File: src/hdl/ovl_pkg.sv
package ovl_pkg;

    // List depth and derived widths
    localparam int CAPACITY = 16;
    localparam int CNT_W    = $clog2(CAPACITY + 1);
    localparam int IDX_W    = (CAPACITY > 1) ? $clog2(CAPACITY) : 1;
    localparam int FIELD_W  = 5;
    localparam int VALUE_W  = 32;

    // Command codes
    typedef enum logic [1:0] {
        ACT_APPEND = 2'd0,
        ACT_DELETE = 2'd1,
        ACT_DUMP   = 2'd2,
        ACT_CLEAR  = 2'd3
    } action_t;

    // Command beat
    typedef struct packed {
        action_t                    action;
        logic signed [VALUE_W-1:0]  value;
    } cmd_beat_t;

    // Response beat
    typedef struct packed {
        logic signed [VALUE_W-1:0]  item_value;
        logic                       item_valid;
        logic                       last_item;
        logic [FIELD_W-1:0]         entry_count;
        logic [FIELD_W-1:0]         removed_count;
        logic                       overflow;
    } rsp_beat_t;

    // Broadcast control to every cell; at most one bit set per cycle
    typedef struct packed {
        logic append;
        logic clear;
        logic mark;
        logic compact;
        logic rotate;
    } cell_ctl_t;

endpackage

File: src/hdl/ovl_cell.sv
module ovl_cell
    import ovl_pkg::*;
(
    input  logic                clk,
    input  logic                rst_n,
    input  cell_ctl_t           ctl,
    input  logic [VALUE_W-1:0]  key,
    input  logic                left_occ,
    input  logic [VALUE_W-1:0]  right_data,
    input  logic                right_occ,
    output logic [VALUE_W-1:0]  data,
    output logic                occ
);

    logic [VALUE_W-1:0] data_reg;
    logic [VALUE_W-1:0] data_next;
    logic               occ_reg;
    logic               occ_next;

    // Per-cell update: append fills the first free slot, mark drops matches,
    // compact pulls the right neighbor into a hole, rotate shifts toward head
    always_comb
    begin
        data_next = data_reg;
        occ_next  = occ_reg;
        if (ctl.clear)
        begin
            occ_next = 1'b0;
        end
        else if (ctl.append)
        begin
            if (!occ_reg && left_occ)
            begin
                occ_next  = 1'b1;
                data_next = key;
            end
        end
        else if (ctl.mark)
        begin
            if (occ_reg && (data_reg == key))
                occ_next = 1'b0;
        end
        else if (ctl.compact)
        begin
            if (!occ_reg)
            begin
                occ_next  = right_occ;
                data_next = right_data;
            end
            else if (!left_occ)
            begin
                // our entry moves into the hole on the left
                occ_next = 1'b0;
            end
        end
        else if (ctl.rotate)
        begin
            occ_next  = right_occ;
            data_next = right_data;
        end
    end

    // Occupancy is control state; data is payload
    always_ff @(posedge clk or negedge rst_n)
    begin
        if (!rst_n)
            occ_reg <= 1'b0;
        else
            occ_reg <= occ_next;
    end

    always_ff @(posedge clk)
    begin
        data_reg <= data_next;
    end

    assign data = data_reg;
    assign occ  = occ_reg;

endmodule

File: src/hdl/ordered_value_list.sv
// Ordered list of up to CAPACITY signed 32-bit values, kept in a row of cells
// with the head in cell 0. Append writes the first free cell and answers
// through ST_RESP, as do clear and a dump of an empty list. Delete clears every
// matching cell in the accept cycle, then the holes bubble toward the tail one
// cell per cycle until the row is packed; once ST_COMPACT sees the packed row,
// the single response follows through ST_RESP. Dump rotates the whole ring
// once, sending cell 0 as a beat while it holds a stored entry; the ring and
// the dump pause while a beat is due and the response side stalls. One command
// is worked at a time; a command is taken while the last response beat still
// waits in the output register.
module ordered_value_list
    import ovl_pkg::*;
(
    input  logic       clk,
    input  logic       rst_n,
    input  logic       cmd_valid,
    output logic       cmd_stall,
    input  cmd_beat_t  cmd,
    output logic       rsp_valid,
    input  logic       rsp_stall,
    output rsp_beat_t  rsp
);

    typedef enum logic [1:0] {
        ST_IDLE,
        ST_COMPACT,
        ST_DUMP,
        ST_RESP
    } state_t;

    state_t             state_reg;
    state_t             state_next;
    logic [CNT_W-1:0]   count_reg;
    logic [CNT_W-1:0]   count_next;
    logic [CNT_W-1:0]   removed_reg;
    logic [CNT_W-1:0]   removed_next;
    logic               ovf_reg;
    logic               ovf_next;
    logic [IDX_W-1:0]   step_reg;
    logic [IDX_W-1:0]   step_next;
    logic               rsp_valid_reg;
    logic               rsp_valid_next;
    rsp_beat_t          rsp_reg;
    rsp_beat_t          rsp_next;

    cell_ctl_t          ctl;
    logic [VALUE_W-1:0] cell_data  [CAPACITY];
    logic [CAPACITY-1:0] cell_occ;
    logic [VALUE_W-1:0] right_data [CAPACITY];
    logic [CAPACITY-1:0] right_occ;
    logic [CAPACITY-1:0] left_occ;

    logic               accept;
    logic               out_free;
    logic               gap;
    logic [CNT_W-1:0]   packed_count;
    logic [CNT_W-1:0]   step_ext;
    logic               dump_emit;

    assign accept   = cmd_valid && !cmd_stall;
    assign out_free = !rsp_valid_reg || !rsp_stall;
    assign step_ext = CNT_W'(step_reg);
    assign dump_emit = step_ext < count_reg;

    // Neighbor wiring; the tail's right input closes the ring only on rotate
    always_comb
    begin
        for (int i = 0; i < CAPACITY; i++)
        begin
            if (i == 0)
                left_occ[i] = 1'b1;
            else
                left_occ[i] = cell_occ[i-1];
            if (i == CAPACITY - 1)
            begin
                right_data[i] = cell_data[0];
                right_occ[i]  = ctl.rotate && cell_occ[0];
            end
            else
            begin
                right_data[i] = cell_data[i+1];
                right_occ[i]  = cell_occ[i+1];
            end
        end
    end

    // Cell row
    for (genvar g = 0; g < CAPACITY; g++)
    begin : g_cell
        ovl_cell u_cell (
            .clk        (clk),
            .rst_n      (rst_n),
            .ctl        (ctl),
            .key        (cmd.value),
            .left_occ   (left_occ[g]),
            .right_data (right_data[g]),
            .right_occ  (right_occ[g]),
            .data       (cell_data[g]),
            .occ        (cell_occ[g])
        );
    end

    // Hole detection and packed length from the tail marker
    always_comb
    begin
        gap          = 1'b0;
        packed_count = '0;
        for (int i = 0; i < CAPACITY; i++)
        begin
            if (i < CAPACITY - 1)
            begin
                if (!cell_occ[i] && cell_occ[i+1])
                    gap = 1'b1;
                if (cell_occ[i] && !cell_occ[i+1])
                    packed_count = packed_count | CNT_W'(i + 1);
            end
            else if (cell_occ[i])
            begin
                packed_count = packed_count | CNT_W'(i + 1);
            end
        end
    end

    // Command sequencer
    always_comb
    begin
        state_next     = state_reg;
        count_next     = count_reg;
        removed_next   = removed_reg;
        ovf_next       = ovf_reg;
        step_next      = step_reg;
        rsp_next       = rsp_reg;
        rsp_valid_next = rsp_valid_reg && rsp_stall;
        ctl            = '0;
        cmd_stall      = (state_reg != ST_IDLE);

        unique case (state_reg)
            ST_IDLE:
            begin
                if (accept)
                begin
                    removed_next = '0;
                    ovf_next     = 1'b0;
                    unique case (cmd.action)
                        ACT_APPEND:
                        begin
                            ctl.append = 1'b1;
                            if (count_reg == CNT_W'(CAPACITY))
                                ovf_next = 1'b1;
                            else
                                count_next = count_reg + CNT_W'(1);
                            state_next = ST_RESP;
                        end
                        ACT_DELETE:
                        begin
                            ctl.mark   = 1'b1;
                            state_next = ST_COMPACT;
                        end
                        ACT_DUMP:
                        begin
                            step_next = '0;
                            if (count_reg == '0)
                                state_next = ST_RESP;
                            else
                                state_next = ST_DUMP;
                        end
                        ACT_CLEAR:
                        begin
                            ctl.clear  = 1'b1;
                            count_next = '0;
                            state_next = ST_RESP;
                        end
                        default:
                        begin
                            state_next = ST_RESP;
                        end
                    endcase
                end
            end
            ST_COMPACT:
            begin
                ctl.compact = 1'b1;
                if (!gap)
                begin
                    count_next   = packed_count;
                    removed_next = count_reg - packed_count;
                    state_next   = ST_RESP;
                end
            end
            ST_DUMP:
            begin
                if (out_free || !dump_emit)
                begin
                    ctl.rotate = 1'b1;
                    if (dump_emit)
                    begin
                        rsp_valid_next         = 1'b1;
                        rsp_next.item_value    = cell_data[0];
                        rsp_next.item_valid    = 1'b1;
                        rsp_next.last_item     = (step_ext + CNT_W'(1)) == count_reg;
                        rsp_next.entry_count   = FIELD_W'(count_reg);
                        rsp_next.removed_count = '0;
                        rsp_next.overflow      = 1'b0;
                    end
                    step_next = step_reg + IDX_W'(1);
                    if (step_reg == IDX_W'(CAPACITY - 1))
                        state_next = ST_IDLE;
                end
            end
            ST_RESP:
            begin
                if (out_free)
                begin
                    rsp_valid_next         = 1'b1;
                    rsp_next.item_value    = '0;
                    rsp_next.item_valid    = 1'b0;
                    rsp_next.last_item     = 1'b1;
                    rsp_next.entry_count   = FIELD_W'(count_reg);
                    rsp_next.removed_count = FIELD_W'(removed_reg);
                    rsp_next.overflow      = ovf_reg;
                    state_next             = ST_IDLE;
                end
            end
            default:
            begin
                state_next = ST_IDLE;
            end
        endcase
    end

    // State and registered outputs
    always_ff @(posedge clk or negedge rst_n)
    begin
        if (!rst_n)
        begin
            state_reg     <= ST_IDLE;
            count_reg     <= '0;
            removed_reg   <= '0;
            ovf_reg       <= 1'b0;
            step_reg      <= '0;
            rsp_valid_reg <= 1'b0;
            rsp_reg       <= '0;
        end
        else
        begin
            state_reg     <= state_next;
            count_reg     <= count_next;
            removed_reg   <= removed_next;
            ovf_reg       <= ovf_next;
            step_reg      <= step_next;
            rsp_valid_reg <= rsp_valid_next;
            rsp_reg       <= rsp_next;
        end
    end

    assign rsp_valid = rsp_valid_reg;
    assign rsp       = rsp_reg;

endmodule

File: config.mk
export PLATFORM = sky130hd
export DESIGN_NAME = ordered_value_list
export DESIGN_NICKNAME = d
export VERILOG_FILES = /design/src/hdl/ovl_pkg.sv /design/src/hdl/ovl_cell.sv /design/src/hdl/ordered_value_list.sv
export SDC_FILE = /design/constraint.sdc
export NUM_CORES = 1
export LEC_CHECK = 0
export BUFFER_PORTS_ARGS = -buffer_cell sky130_fd_sc_hd__buf_2
export CORE_MARGIN = 2
export CORE_UTILIZATION = 30
export CTS_BUF_LIST = sky130_fd_sc_hd__clkbuf_8
export DETAILED_ROUTE_END_ITERATION = 8
export SETUP_SLACK_MARGIN = 0.02
export SYNTH_ARGS = -nofsm -noshare
export SYNTH_HDL_FRONTEND = slang
export SYNTH_HIERARCHICAL = 1
export SYNTH_SLANG_ARGS = --single-unit
File: constraint.sdc
create_clock -name clk -period 10.59 [get_ports clk]
set_input_delay 1.5885 -clock clk [delete_from_list [all_inputs] [get_ports clk]]
set_output_delay 1.5885 -clock clk [all_outputs]
set_load 0.01 [all_outputs]
==> results.rst <==
.. list-table::
   :header-rows: 1

   * - Metric
     - Value
   * - Largest fanout of any net on the critical path
     - 159
   * - Synth async-reset ratio
     - 0.134
   * - Status
     - finished, final reports clean
   * - Post-synthesis cell area
     - 0.0326 mm2
   * - Number of ports placed on the die boundary
     - 85
   * - Part of the total power dissipated in combinational logic
     - 0.361
   * - Leak pwr
     - roughly 12 nW
   * - Hold Vio Cnt, Final
     - 0
   * - Hold slack
     - approximately 0.48 ns
   * - Internal Power
     - approximately 7.6 mW
   * - Proportion of layout cells with a drive suffix above 1
     - 0.322
   * - Portion of total power attributed to sequential cells
     - 0.475
   * - Pin count of the biggest net entering global routing
     - 160
   * - Core Footprint
     - approximately 0.11 mm2
   * - Via count
     - 19554
   * - Maximum Capacitance Violations
     - 0
   * - Number of rows created at floorplan
     - between 100 and 150
   * - Leading cell type in the layout, fill and taps excluded
     - mux2_2
   * - Number of antenna violations at the first check in global routing
     - 8
   * - Final Setup Violations
     - 0
   * - Total grt overflow
     - 0
   * - Final Net Count
     - roughly 2500
   * - Via count of the first global-routing pass
     - 20210
   * - Hold_buf cts
     - 0
   * - Critical Setup Path Class
     - in -> reg
   * - Worst reg2reg path depth
     - 7
   * - Clock tree from TritonCTS
     - built
   * - Depth of the worst hold-timing path
     - 2
   * - Post-detail-place hpwl
     - approximately 54 mm
   * - CTS buffer count
     - about 100
   * - Capture point of the critical path
     - g_cell[11].u_cell/data[11]$_DFFE_PP_
   * - Min cycle time layout
     - 4.57 ns
   * - Worst EP arrival
     - 4.90 ns
   * - Endpoint kind of the worst setup timing path
     - flip-flop
   * - Post-placement cell count
     - approximately 3800
   * - R2r startpoint
     - state_reg[0]$_DFFE_PN0P_
   * - Util after Layout
     - 0.341
   * - CTS clock-pin slew for the worst setup and hold paths
     - 0.06 ns
   * - Switching power
     - around 4.2 mW
   * - Worst setup path startpoint
     - cmd_valid
   * - Fmax achieved
     - 0.219 GHz
   * - Top library cells by usage in the layout, fill and taps aside
     - mux2_2, edfxtp_1, xnor2_1, xor2_1, clkbuf_8
   * - Fillers
     - between 10000 and 15000
   * - Clock latency reported for the late side of the worst-skew pair
     - ~0.71 ns
   * - Reg-to-reg setup timing slack
     - 6.32 ns
   * - RSZ-0062 raised after global routing
     - false
   * - Tot GR Track Use
     - 0.146
   * - Ratio of routed vias to standard cells
     - 4.94
   * - Post_cts resized
     - 0
   * - P&R area growth vs syn
     - 12.3%
   * - Die span in y
     - between 300 and 400 um
   * - Gp weighted congestion
     - about 0.78
   * - Flip-flop and latch count after synthesis
     - 591
   * - Setup bufs post-CTS
     - 0
   * - Maximum level of the CTS H-tree
     - 3
   * - Flip-flop count of the largest register, all copies and words added
     - roughly 510
   * - DR iter-0 viols
     - about 1300
   * - Count of flip-flops with a built-in enable after synthesis
     - a little over 500
   * - Remaining design rule violation count
     - 0
   * - Power per cell area
     - between 300 and 400 mW/mm2
   * - Effective utilization at floorplan
     - 0.304
   * - Worst hold-check path type
     - reg -> reg
   * - First-pass GRT wire length
     - about 130 mm
   * - Clock Tree Buf Depth
     - 3
   * - DRT antenna net count
     - 0
   * - Worst setup SP type
     - input port
   * - Peak ir drop on the vdd network
     - 0.142 mV
   * - Most instantiated flip-flop cell in the synthesis netlist
     - edfxtp_1
   * - Yosys warns
     - 6
   * - Die boundary width
     - about 330 um
   * - Pins Over Slew Limit
     - 0
   * - Clock Sinks
     - roughly 590
   * - Area of all sequential standard cells
     - about 0.017 mm2
   * - Number of buffer cells added on primary ports
     - 84
   * - Final-layout setup total negative slack
     - 0 ns
   * - Final routed wirelength across all metal layers
     - about 83 mm
   * - Relative max-transition margin
     - 0.173
   * - Actual transition at the worst max-transition pin
     - 1.23 ns
   * - Fraction of power spent switching nets
     - 0.356
   * - Area of the multi-input gates
     - 0.0150 mm2
   * - Post-Synthesis Cells
     - 2340
   * - Clock power frac
     - 0.165
   * - Cell variety after synth
     - 71
   * - Mean instance size in the synthesized netlist
     - 13.9 um2
   * - Fraction of the yosys area taken by sequential cells
     - 0.532
   * - CTS root buffer
     - clkbuf_8
   * - Capture instance of the worst register-to-register path
     - g_cell[11].u_cell/data[11]$_DFFE_PP_
   * - Worst clock skew
     - about 0.032 ns
   * - Final clock period utilization by the worst path
     - 0.432
   * - Area enclosed by the die boundary
     - 0.111 mm2
   * - TritonRoute pass-1 iters
     - 5
   * - Final std cells w/o fill
     - around 4000
   * - Routed length per instance
     - around 21 um
   * - Data required time of the critical path
     - between 10 and 15 ns
==> worst max-delay path: stages <==
cell and delay, ns:
buf_2 0.11, nor3b_2 0.31, and2_4 0.42, buf_4 0.65, buf_12 0.60, nand3b_1 0.22
a21oi_4 0.88
==> worst min path at each step <==
stage | to | startpoint | slack (ns)
finish | ovf_reg$_DFFE_PN0P_ | ovf_reg$_DFFE_PN0P_ | 0.48
global route | rsp[34]$_DFFE_PN0P_ | rsp[34]$_DFFE_PN0P_ | 0.50
CTS | rsp[4]$_DFFE_PN0P_ | removed_reg[3]$_DFFE_PN0P_ | 0.48
detailed placement | ovf_reg$_DFFE_PN0P_ | ovf_reg$_DFFE_PN0P_ | 0.47
global placement | ovf_reg$_DFFE_PN0P_ | ovf_reg$_DFFE_PN0P_ | 0.47
floorplan | ovf_reg$_DFFE_PN0P_ | ovf_reg$_DFFE_PN0P_ | 0.45
==> routing by layer <==
layer | GRT usage | vias to the layer above | part of all wire
li1 | - | 9135 | -
met1 | 0.194 | 9902 | 0.45
met2 | 0.247 | 400 | 0.49
met3 | 0.0264 | 111 | 0.043
met4 | 0.0343 | 6 | 0.017
met5 | 0 | - | 0.00036
==> through the flow <==
| step | setup slack, ns | cell area [um2] | total power, mW |
|---|---|---|---|
| finish | 6.02 | 36600 | 11.8 |
| global route | 5.76 | 36600 | 12.5 |
| CTS | 6.01 | 36600 | 11.9 |
| detailed placement | 5.20 | 34800 | 9.93 |
| global placement | 5.28 | 34800 | 9.86 |
| floorplan | 5.29 | 32600 | 8.44 |
==> Yosys cell counts, types with 3 or more instances <==
master / number / area, um2
and3_1: 17 / 106
a21oi_1: 25 / 125
nand2b_1: 21 / 131
a21bo_1: 16 / 160
dfrtp_1: 79 / 1980
clkbuf_1: 6 / 22.5
a211o_2: 16 / 160
nand4_1: 81 / 507
nand3_1: 40 / 200
a2111oi_0: 17 / 149
nand2_1: 16 / 60.1
a2111o_1: 16 / 180
a22oi_1: 4 / 30.0
xnor2_1: 340 / 2980
and2b_1: 5 / 37.5
mux2_2: 536 / 6040
a21o_1: 19 / 143
xor2_1: 181 / 1590
buf_2: 69 / 345
o21bai_1: 16 / 120
o21ai_0: 25 / 125
nor4_1: 50 / 313
nor2b_1: 30 / 188
a21o_2: 16 / 140
ha_1: 16 / 200
a22o_1: 6 / 52.6
mux2_1: 17 / 191
o22ai_1: 3 / 18.8
nand3b_1: 19 / 143
nor3_1: 16 / 80.1
and2_1: 8 / 50.1
nor2_1: 16 / 60.1
a31oi_1: 21 / 131
inv_1: 23 / 86.3
edfxtp_1: 512 / 15400
==> power by group through the flow <==
stage / clock [mW] / sequential [mW] / combinational (mW)
3_5_place_dp: 0 / 5.67 / 4.26
5_1_grt: 2.11 / 5.76 / 4.67
3_3_place_gp: 0 / 5.68 / 4.18
4_1_cts: 2.00 / 5.63 / 4.29
2_1_floorplan: 0 / 5.29 / 3.16
6_report: 1.94 / 5.59 / 4.25
==> final cells by class <==
type                    instances  area share
flip-flops and latches        591       0.474
multi-input cells            1649       0.409
well taps                    1403      0.0479
clock buffers                 100      0.0376
repair buffers                106      0.0164
clock inverters                84      0.0128
inverters                      24     0.00249
diodes                          3    0.000205
==> cells by family after synthesis <==
kind of cell             after synthesis  synth area share
AND/OR/NAND/NOR                      332            0.0612
XOR/XNOR                             521             0.140
other                                  1          0.000115
buffers and inverters                103            0.0150
flip-flops                           591             0.532
adder cells (fa/ha/maj)               17           0.00675
multiplexers                         555             0.191
AO/OA/AOI/OAI                        220            0.0539
Note: power is estimated with default switching activity, not from simulation.
